### src/rtl/bpc_pkg.sv
// ----------------------------------------------------------------------------
// bpc_pkg: shared types and constants for the permutation and binomial counter
// Holds the field widths, the argument bound and the controller/datapath links.
// ----------------------------------------------------------------------------
`default_nettype none

package bpc_pkg;

    // field widths
    localparam int ARG_W   = 5;
    localparam int ORD_W   = 62;
    localparam int CHS_W   = 18;
    localparam int IN_W    = 16;
    localparam int OUT_W   = 80;
    localparam int CNT_W   = 6;

    // largest n or k accepted
    localparam logic [ARG_W-1:0] MAX_N = 5'd20;

    // one quotient bit per division step
    localparam logic [CNT_W-1:0] DIV_STEPS = 6'd62;

    // commands from the controller to the datapath
    typedef struct packed {
        logic load;
        logic mul_step;
        logic div_init;
        logic div_step;
        logic out_load;
    } bpc_cmd_t;

    // status from the datapath to the controller
    typedef struct packed {
        logic skip;
        logic mul_done;
        logic div_done;
        logic out_free;
    } bpc_sts_t;

endpackage

`default_nettype wire

### src/rtl/bpc_ctrl.sv
// ----------------------------------------------------------------------------
// bpc_ctrl: sequencing controller
// Steps one item through operand load, the product loop, the division and
// the hand-over to the result register.
// ----------------------------------------------------------------------------
`default_nettype none

module bpc_ctrl (
    input  wire logic              aclk,
    input  wire logic              aresetn,
    input  wire logic              s_tvalid,
    output logic                   s_tready,
    input  wire bpc_pkg::bpc_sts_t sts,
    output bpc_pkg::bpc_cmd_t      cmd
);

    localparam logic [1:0] ST_IDLE = 2'd0;
    localparam logic [1:0] ST_MUL  = 2'd1;
    localparam logic [1:0] ST_DIV  = 2'd2;
    localparam logic [1:0] ST_FIN  = 2'd3;

    logic [1:0] state_reg;
    logic [1:0] state_next;

    // next state and command decode
    always_comb begin
        state_next = state_reg;
        cmd        = '0;
        s_tready   = 1'b0;
        unique case (state_reg)
            ST_IDLE: begin
                s_tready = 1'b1;
                if (s_tvalid) begin
                    cmd.load   = 1'b1;
                    state_next = ST_MUL;
                end
            end
            ST_MUL: begin
                if (sts.skip) begin
                    state_next = ST_FIN;
                end else if (sts.mul_done) begin
                    cmd.div_init = 1'b1;
                    state_next   = ST_DIV;
                end else begin
                    cmd.mul_step = 1'b1;
                end
            end
            ST_DIV: begin
                if (sts.div_done) begin
                    state_next = ST_FIN;
                end else begin
                    cmd.div_step = 1'b1;
                end
            end
            ST_FIN: begin
                if (sts.out_free) begin
                    cmd.out_load = 1'b1;
                    state_next   = ST_IDLE;
                end
            end
            default: begin
                state_next = ST_IDLE;
            end
        endcase
    end

    // state register
    always_ff @(posedge aclk) begin
        if (!aresetn) begin
            state_reg <= ST_IDLE;
        end else begin
            state_reg <= state_next;
        end
    end

endmodule

`default_nettype wire

### src/rtl/bpc_dp.sv
// ----------------------------------------------------------------------------
// bpc_dp: arithmetic datapath
// Accumulates the falling factorial and k!, divides one bit per cycle and
// holds the finished result until the downstream side takes it.
// ----------------------------------------------------------------------------
`default_nettype none

module bpc_dp (
    input  wire logic                          aclk,
    input  wire logic                          aresetn,
    input  wire logic [bpc_pkg::IN_W-1:0]      s_tdata,
    input  wire logic                          m_tready,
    output logic                               m_tvalid,
    output logic [bpc_pkg::OUT_W-1:0]          m_tdata,
    output logic [0:0]                         m_tuser,
    input  wire bpc_pkg::bpc_cmd_t             cmd,
    output bpc_pkg::bpc_sts_t                  sts
);

    localparam int AW = bpc_pkg::ARG_W;
    localparam int OW = bpc_pkg::ORD_W;

    logic [AW-1:0]                n_reg;
    logic [AW-1:0]                k_reg;
    logic [AW-1:0]                i_reg;
    logic [OW-1:0]                prod_reg;
    logic [OW-1:0]                fact_reg;
    logic [OW-1:0]                rem_reg;
    logic [OW-1:0]                quo_reg;
    logic [bpc_pkg::CNT_W-1:0]    div_cnt_reg;
    logic                         m_tvalid_reg;
    logic [bpc_pkg::OUT_W-1:0]    m_tdata_reg;
    logic                         ovf_out_reg;

    logic                         ovf;
    logic [AW-1:0]                mul_factor;
    logic [OW-1:0]                prod_mul;
    logic [OW-1:0]                fact_mul;
    logic [AW-1:0]                i_inc;
    logic [OW:0]                  rem_shift;
    logic [OW:0]                  div_ext;
    logic                         div_ge;
    logic [OW:0]                  rem_sub;

    // argument checks
    assign ovf = (n_reg > bpc_pkg::MAX_N) || (k_reg > bpc_pkg::MAX_N);

    // one factor of each product per step
    assign i_inc      = i_reg + 1'b1;
    assign mul_factor = n_reg - i_reg;
    assign prod_mul   = prod_reg * {{(OW-AW){1'b0}}, mul_factor};
    assign fact_mul   = fact_reg * {{(OW-AW){1'b0}}, i_inc};

    // restoring division step: shift in the next dividend bit, try subtract
    assign rem_shift = {rem_reg, quo_reg[OW-1]};
    assign div_ext   = {1'b0, fact_reg};
    assign div_ge    = (rem_shift >= div_ext);
    assign rem_sub   = rem_shift - div_ext;

    // status towards the controller
    assign sts.skip     = ovf || (k_reg > n_reg);
    assign sts.mul_done = (i_reg == k_reg);
    assign sts.div_done = (div_cnt_reg == bpc_pkg::DIV_STEPS);
    assign sts.out_free = !m_tvalid_reg || m_tready;

    // working registers
    always_ff @(posedge aclk) begin
        if (cmd.load) begin
            n_reg    <= s_tdata[AW-1:0];
            k_reg    <= s_tdata[2*AW-1:AW];
            i_reg    <= '0;
            prod_reg <= {{(OW-1){1'b0}}, 1'b1};
            fact_reg <= {{(OW-1){1'b0}}, 1'b1};
        end else if (cmd.mul_step) begin
            i_reg    <= i_inc;
            prod_reg <= prod_mul;
            fact_reg <= fact_mul;
        end
        if (cmd.div_init) begin
            rem_reg     <= '0;
            quo_reg     <= prod_reg;
            div_cnt_reg <= '0;
        end else if (cmd.div_step) begin
            rem_reg     <= div_ge ? rem_sub[OW-1:0] : rem_shift[OW-1:0];
            quo_reg     <= {quo_reg[OW-2:0], div_ge};
            div_cnt_reg <= div_cnt_reg + 1'b1;
        end
    end

    // result register payload
    always_ff @(posedge aclk) begin
        if (cmd.out_load) begin
            if (sts.skip) begin
                m_tdata_reg <= '0;
            end else begin
                m_tdata_reg <= {quo_reg[bpc_pkg::CHS_W-1:0], prod_reg};
            end
            ovf_out_reg <= ovf;
        end
    end

    // result valid flag
    always_ff @(posedge aclk) begin
        if (!aresetn) begin
            m_tvalid_reg <= 1'b0;
        end else if (cmd.out_load) begin
            m_tvalid_reg <= 1'b1;
        end else if (m_tready) begin
            m_tvalid_reg <= 1'b0;
        end
    end

    assign m_tvalid   = m_tvalid_reg;
    assign m_tdata    = m_tdata_reg;
    assign m_tuser[0] = ovf_out_reg;

endmodule

`default_nettype wire

### src/rtl/binomial_and_permutation_count.sv
// ----------------------------------------------------------------------------
// binomial_and_permutation_count: falling factorial and binomial coefficient
// Top level joining the sequencing controller and the arithmetic datapath.
// ----------------------------------------------------------------------------
// For each (n, k) transfer the block returns n*(n-1)*...*(n-k+1) and that
// product divided by k!. k = 0 gives 1 for both; k > n gives 0 for both; n or
// k above 20 raises the overflow flag with both counts zero. One item is in
// work at a time: an item passes from the input transfer through the multiply
// loop and the bit-serial restoring divider to the result register;
// out-of-range items and k > n skip the loop and the divider.
// The result sits in an output register, so a new item is taken while the
// previous result waits for the downstream side.
`default_nettype none

module binomial_and_permutation_count (
    input  wire logic         aclk,
    input  wire logic         aresetn,
    input  wire logic         s_tvalid,
    output logic              s_tready,
    // [4:0] n_total, [9:5] k_chosen, [15:10] zero
    input  wire logic [15:0]  s_tdata,
    output logic              m_tvalid,
    input  wire logic         m_tready,
    // [61:0] ordered_count, [79:62] choose_count
    output logic [79:0]       m_tdata,
    // [0] overflow
    output logic [0:0]        m_tuser
);

    bpc_pkg::bpc_cmd_t cmd;
    bpc_pkg::bpc_sts_t sts;

    // sequencing
    bpc_ctrl u_ctrl (
        .aclk     (aclk),
        .aresetn  (aresetn),
        .s_tvalid (s_tvalid),
        .s_tready (s_tready),
        .sts      (sts),
        .cmd      (cmd)
    );

    // arithmetic and result register
    bpc_dp u_dp (
        .aclk     (aclk),
        .aresetn  (aresetn),
        .s_tdata  (s_tdata),
        .m_tready (m_tready),
        .m_tvalid (m_tvalid),
        .m_tdata  (m_tdata),
        .m_tuser  (m_tuser),
        .cmd      (cmd),
        .sts      (sts)
    );

`ifndef SYNTHESIS
    // overflow results carry zero counts
    a_ovf_zero: assert property (@(posedge aclk) disable iff (!aresetn)
        m_tvalid && m_tuser[0] |-> m_tdata == 80'd0)
        else $error("overflow result with non-zero counts");

    // a binomial count is never present without its ordered count
    a_choose_ord: assert property (@(posedge aclk) disable iff (!aresetn)
        m_tvalid && (m_tdata[79:62] != 18'd0) |-> m_tdata[61:0] != 62'd0)
        else $error("choose count set while ordered count is zero");

    // the block is busy in the cycle after taking an item
    a_busy: assert property (@(posedge aclk) disable iff (!aresetn)
        s_tvalid && s_tready |=> !s_tready)
        else $error("input ready straight after a transfer");
`endif

endmodule

`default_nettype wire

### config.mk
export PLATFORM = sky130hd
export DESIGN_NAME = binomial_and_permutation_count
export DESIGN_NICKNAME = d
export VERILOG_FILES = /design/src/rtl/bpc_pkg.sv /design/src/rtl/bpc_ctrl.sv /design/src/rtl/bpc_dp.sv /design/src/rtl/binomial_and_permutation_count.sv
export SDC_FILE = /design/constraint.sdc
export NUM_CORES = 2
export LEC_CHECK = 0
export CAP_MARGIN = 20
export CORE_UTILIZATION = 40
export CTS_CLUSTER_DIAMETER = 100
export CTS_CLUSTER_SIZE = 8
export DETAILED_ROUTE_END_ITERATION = 8
export DONT_BUFFER_PORTS = 1
export GPL_ROUTABILITY_DRIVEN = 1
export PLACE_DENSITY = 0.55
export SLEW_MARGIN = 0
export SYNTH_ARGS = -nofsm -noshare
export SYNTH_HDL_FRONTEND = slang
export SYNTH_SLANG_ARGS = --single-unit
### constraint.sdc
create_clock -name aclk -period 6.7 [get_ports aclk]
set_input_delay 1.34 -clock aclk [delete_from_list [all_inputs] [get_ports aclk]]
set_output_delay 1.34 -clock aclk [all_outputs]
set_load 0.1 [all_outputs]
## Word level (Yosys, flattened, before mapping)

Index checks and enable logic that the tools add are counted.
Widths: inputs -> output; s select.

| cells by class | value |
|---|---|
| $lt $le $gt $ge | 4 |
| div/mod/pow operators | 0 |
| bitwise logic cells | 0 |
| shift-type cells | 0 |
| equal/unequal tests | 9 |
| reduce and logical (&&, ||, !) cells | 8 |
| $mul | 2 |
| add/sub/neg operators | 4 |
| muxes and demuxes | 22 |

Operators by type and width:

| cell | number |
|---|---|
| $mux 62 | 3 |
| $mul 62x5->62 | 2 |
| $ge 63x62->1 | 1 |
| $sub 62x62->62 | 1 |
| $mux 2 | 7 |
| $mux 1 | 11 |
| $gt 5x5->1 const B | 2 |
| $pmux 2 s4 | 1 |
| $add 6x1->6 const B | 1 |
| $eq 6x6->1 const B | 1 |
| $ne 2x2->1 const B | 3 |
| $add 5x1->5 const B | 1 |
| $eq 5x5->1 | 1 |
| $gt 5x5->1 | 1 |
| $sub 5x5->5 | 1 |
| $eq 2x2->1 const B | 2 |
| $reduce_and 4->1 | 1 |
| $reduce_bool 2->1 | 2 |
| $logic_or 1x1->1 | 3 |
| $ne 3x3->1 const B | 1 |
| $eq 2x1->1 const B | 1 |
| $logic_not 2->1 | 1 |
| $logic_not 1->1 | 1 |

| word-level totals | value |
|---|---|
| latch bits | 0 |
| bits in registers | 353 |
| logic and storage cells | 61 |
| RAM bits | 0 |
| ROM bits | 0 |
| memories kept | 0 |

## Depth between registers and ports, before layout

| logic depth | value |
|---|---|
| depth after elaboration | 6 |
| gate-level depth with buffers | 28 |
| mapped depth without buffers | 26 |

## By module

A second synthesis with hierarchy kept.

| unflattened totals | value |
|---|---|
| cells, all modules | 4,058 |
| area, all modules | 36,177.2 sq um |

By module, submodules not included:

| module | area an instance (sq um) | cells each | times used |
|---|---|---|---|
| bpc_dp | 35,959.5 | 4,035 | 1 |
| bpc_ctrl | 217.7 | 23 | 1 |

## Worst setup path before layout

Ideal clock, no wire load.

| path | value |
|---|---|
| path type | reg2reg |
| start point | register u_dp.n_reg[0] |
| end point | register u_dp.prod_reg[56] |
| stages on the path, launching flop included | 28 |
| buffers on the path | 3 |
| period minus slack after synthesis | 6.315 ns |
| arrival time | 6.229 ns |
| library setup time | 0.086 ns |
| slack | 0.385 ns |
| cells stage by stage | edfxtp_1 -> inv_1 -> ha_1 -> inv_1 -> fa_1 -> a21o_1 -> a21oi_1 -> xnor2_1 -> clkbuf_1 -> clkbuf_1 -> and2_1 -> fa_1 -> fa_1 -> inv_1 -> fa_1 -> inv_1 -> ha_1 -> clkbuf_1 -> nand4_1 -> or3_1 -> a2111oi_0 -> nor4b_1 -> o211ai_1 -> a31oi_1 -> o211ai_1 -> o21ai_0 -> xnor2_1 -> a211oi_1 |

| between the ends | value |
|---|---|
| cells in the longest elaborated chain, start to end | 5 |

RTL lines:

| what | line | text |
|---|---|---|
| from (decl) | bpc_dp.sv:23 | `logic [AW-1:0] n_reg;` |
| from (signal assigned) | bpc_dp.sv:69 | `n_reg <= s_tdata[AW-1:0];` |
| branches (longest 5 deep; another with $mul 62x5->62) | -- |  |
| to (signal assigned) | bpc_dp.sv:72 | `prod_reg <= {{(OW-1){1'b0}}, 1'b1};` |
| to (signal assigned) | bpc_dp.sv:76 | `prod_reg <= prod_mul;` |
| to (decl) | bpc_dp.sv:26 | `logic [OW-1:0] prod_reg;` |

Parallel ways; which one is timed is not known.
A chain may end at the register's enable or synchronous reset.

## Worst setup path after layout

| path | value |
|---|---|
| start point | register u_dp.n_reg[0] |
| end point | register u_dp.prod_reg[61] |

The elaborated chain is that of the path after synthesis.

==> impl_metrics.csv <==
group,metric,value,unit
outcome,status,"finished clean",
clock_tree,cts_tree,"yes",
sta,finalSetupTns,0,ns
worst_hold_path,min_path_type,"reg -> reg",
clock_tree,h-tree-depth,2,
worst_setup_path,critPathLaunch,"u_dp.n_reg[0]$_DFFE_PP_",
floorplanning,start_util,0.404,
final_layout,largest_reg_flops,80,
sta,finClkSkew,0.0235,ns
sta,tightest_slew,1.11,ns
final_layout,design_area,40400,um^2
logic_synthesis,synthesis.nets,4772,
placed_design,dpl.hpwl,70300,um
final_layout,fin_cells,5445,
floorplanning,fp.dieH,303,um
sta,setup_slack,0.255,ns
logic_synthesis,yosysTopAreaCellShare,0.192,
worst_setup_path,cp_top_family,"adder cells",
logic_synthesis,synth_warnings,0,
routing,routedWlPerCell,17.4,um
worst_hold_path,hold_path.startpoint,"u_dp.fact_reg[61]$_SDFFE_PP0P_",
worst_setup_path,cpMostUsedCell,"inv_1",
logic_synthesis,synth_ff_type,"dfxtp_1",
global_routing,antenna_found_initial,5,
pwr,p_int,6.79,mW
worst_setup_path,worstPathArrival,6.96,ns
routing,top_layer_used,"met5",
sta,fin_crit_sh,0.962,
worst_setup_path,worstPathMaxFanout,13,
job,drv_cap,0,
logic_synthesis,yosysTopAreaCell,"fa_1",
worst_setup_path,max_stage_delay,0.55,ns
floorplanning,io_pins,103,
worst_setup_path,critPathRequiredTime,7.22,ns
sta,slew_headroom,0.261,
sta,hold_viol_final,0,
placed_design,numPortBuffers,0,
clock_tree,clk-insertion-delay-late,0.64,ns
worst_setup_path,endpoint_kind,"flip-flop",
logic_synthesis,yosysSeqAreaShare,0.237,
sta,fmax,155,MHz
global_routing,grt-ovfl-total,0,
final_layout,drive_gt1_frac,0.0935,
worst_setup_path,crit_slowest_cell,"fa_1",
final_layout,multi_input_area,25600,um^2
logic_synthesis,ys_ff_latch,353,
global_routing,track_usage,0.210,
final_layout,num-fill-cells,8955,
routing,drtAntennaViolNets,0,
floorplanning,rows,110,
sta,slew_viol_final,0,
logic_synthesis,synth_edf_count,153,
pwr,seq_power_share,0.279,
worst_setup_path,timing.rr.start,"u_dp.n_reg[0]$_DFFE_PP_",
clock_tree,holdBufCountCts,0,
placed_design,gp_congestion,0.887,
pwr,switchingPower,5.68,mW
logic_synthesis,syn_area,36400,um^2
global_routing,grt_max_degree,82,
clock_tree,cts_buffer_depth,3,
routing,drtPass1Iterations,5,
logic_synthesis,syn_inst,4198,
logic_synthesis,avgSynthCellArea,8.66,um^2
sta,setup_violations,0,
final_layout,nets,4810,
placed_design,dp.cells,5353,
logic_synthesis,async_flop_share,0,
routing,drc,0,
final_layout,regArea,8600,um^2
pwr,power_per_cell_area,309,nW/um^2
clock_tree,clock_sinks,353,
pwr,power_frac_comb,0.519,
floorplanning,fp.dieArea,92100,um^2
pwr,finalPower,12.5,mW
logic_synthesis,synth.area.top_cells,"fa_1, edfxtp_1, dfxtp_1",
worst_setup_path,crit_type,"reg -> reg",
routing,wl_met1,44900,um
routing,vias,28800,
placed_design,pre_cts_ws,-0.367,ns
pwr,vdd_drop_max,307,uV
routing,wl,94700,um
placed_design,dpl_cell_area,38600,um^2
sta,period_minus_slack,6.45,ns
sta,rsz0062_at_grt,"yes",
logic_synthesis,synthDistinctLibCells,83,
routing,drt-initial-drc-count,1405,
clock_tree,clk_pin_slew,0.06,ns
pwr,power.share.switching,0.456,
routing,vias_per_cell,5.30,
clock_tree,cts_buffers,51,
final_layout,syn_to_final_growth,11.2,%
worst_setup_path,start_kind,"flip-flop",
worst_setup_path,cp_num_buf_inv,6,
pwr,p_clk_frac,0.201,
global_routing,grt_pass1_wl,158000,um
routing,wl_met2,44100,um
pwr,p_leak,18.3,nW
routing,dr_wl_met3,3800,um
floorplanning,core,90000,um^2
floorplanning,die_w,303,um
clock_tree,ctsRootBufferMaster,"clkbuf_16",
global_routing,grt_pass1_vias,29700,
cells by family after synthesis:
group | share of synthesized area
flops | 0.237
simple gates | 0.203
mux | 0.0313
xor+xnor | 0.0446
compound gates | 0.150
fa+ha+maj | 0.263
buf+inv | 0.0717
per-layer routing:
metal  GRT usage  vias up
li1            -    14000
met1       0.286    14300
met2       0.350      406
met3      0.0337      113
met4      0.0463        6
met5           0        -
stage by stage:
step           hold slack, ns  utilization
2_1_floorplan           0.432            -
3_5_place_dp            0.454        0.429
6_report                0.454        0.449
4_1_cts                 0.460        0.446
3_3_place_gp            0.440        0.429
5_1_grt                 0.493        0.449
worst paths after layout:
path                            slack, ns                             end  cells past startpoint
worst max-delay path                 0.25  u_dp.prod_reg[61]$_SDFFE_PP0P_                     27
worst min-delay path                 0.45  u_dp.fact_reg[61]$_SDFFE_PP0P_                      2
worst max register to register       0.25  u_dp.prod_reg[61]$_SDFFE_PP0P_                     27
worst min register to register       0.45  u_dp.fact_reg[61]$_SDFFE_PP0P_                      2
repair_timing:
action | 4_1_cts | 5_1_grt
buffers inserted | 2 | 4
pin swaps | 2 | 28
endpoints found under the setup margin | 18 | 33
cloned | 0 | 0
gates resized for setup | 10 | 50
power groups by stage:
stage / combinational, mW / clock [mW] / sequential [mW]
4_1_cts: 6.51 / 2.61 / 3.48
6_report: 6.48 / 2.51 / 3.48
3_3_place_gp: 6.40 / 0 / 3.52
5_1_grt: 7.32 / 2.68 / 3.55
2_1_floorplan: 4.83 / 0 / 3.36
3_5_place_dp: 6.44 / 0 / 3.52
Yosys cell counts (4+ instances only):
| cell | n |
|---|---|
| a2111oi_0 | 6 |
| a211o_1 | 9 |
| a211oi_1 | 74 |
| a21boi_0 | 8 |
| a21o_1 | 116 |
| a21oi_1 | 318 |
| a221oi_1 | 8 |
| a31oi_1 | 28 |
| a41oi_1 | 5 |
| and2_1 | 442 |
| and3_1 | 31 |
| buf_2 | 8 |
| clkbuf_1 | 188 |
| dfxtp_1 | 200 |
| edfxtp_1 | 153 |
| fa_1 | 348 |
| ha_1 | 206 |
| inv_1 | 476 |
| mux2_2 | 62 |
| mux2i_1 | 44 |
| nand2_1 | 394 |
| nand2b_1 | 91 |
| nand3_1 | 55 |
| nand4_1 | 52 |
| nor2_1 | 271 |
| nor2b_1 | 36 |
| nor3_1 | 30 |
| nor3b_1 | 4 |
| nor4_1 | 8 |
| o211ai_1 | 32 |
| o21a_1 | 17 |
| o21ai_0 | 147 |
| o21ai_1 | 5 |
| o21bai_1 | 32 |
| o31a_1 | 7 |
| or2_2 | 6 |
| or3_1 | 17 |
| xnor2_1 | 115 |
| xor2_1 | 70 |
area by class of cell:
| class | count | share of cell area |
|---|---|---|
| Antenna cell | 1 | 0.0000619 |
| Timing Repair Buffer | 191 | 0.0375 |
| Sequential cell | 353 | 0.213 |
| Clock inverter | 5 | 0.00189 |
| Tap cell | 1176 | 0.0364 |
| Multi-Input combinational cell | 3163 | 0.633 |
| Inverter | 476 | 0.0443 |
| Clock buffer | 80 | 0.0343 |
layout by cell type, fill, tap and decap left out, drive strengths merged, types with 9 or more instances in the layout:
cell and instances:
inv 477, and2 442, nand2 394, fa 348, a21oi 320, nor2 271, ha 206, dfxtp 200
buf 191, o21ai 154, edfxtp 153, a21o 116, xnor2 115, nand2b 91, clkbuf 80, a211oi 74
xor2 70, mux2 62, nand3 56, nand4 52, mux2i 44, nor2b 36, o211ai 32, and3 32
o21bai 32, nor3 30, a31oi 28, o21a 17, or3 17, a211o 9, a2111oi 9
worst register-to-register path, delay by kind of cell, from the launching register on:
kind                     cells  cell delay (ns)
buffers and inverters        6             0.55
AO/OA/AOI/OAI               11             2.19
AND/OR/NAND/NOR              2             0.57
XOR/XNOR                     1             0.12
flip-flops                   1             0.37
multiplexers                 1             0.19
adder cells (fa/ha/maj)      6             2.36
(Power assumes the default switching activity.)
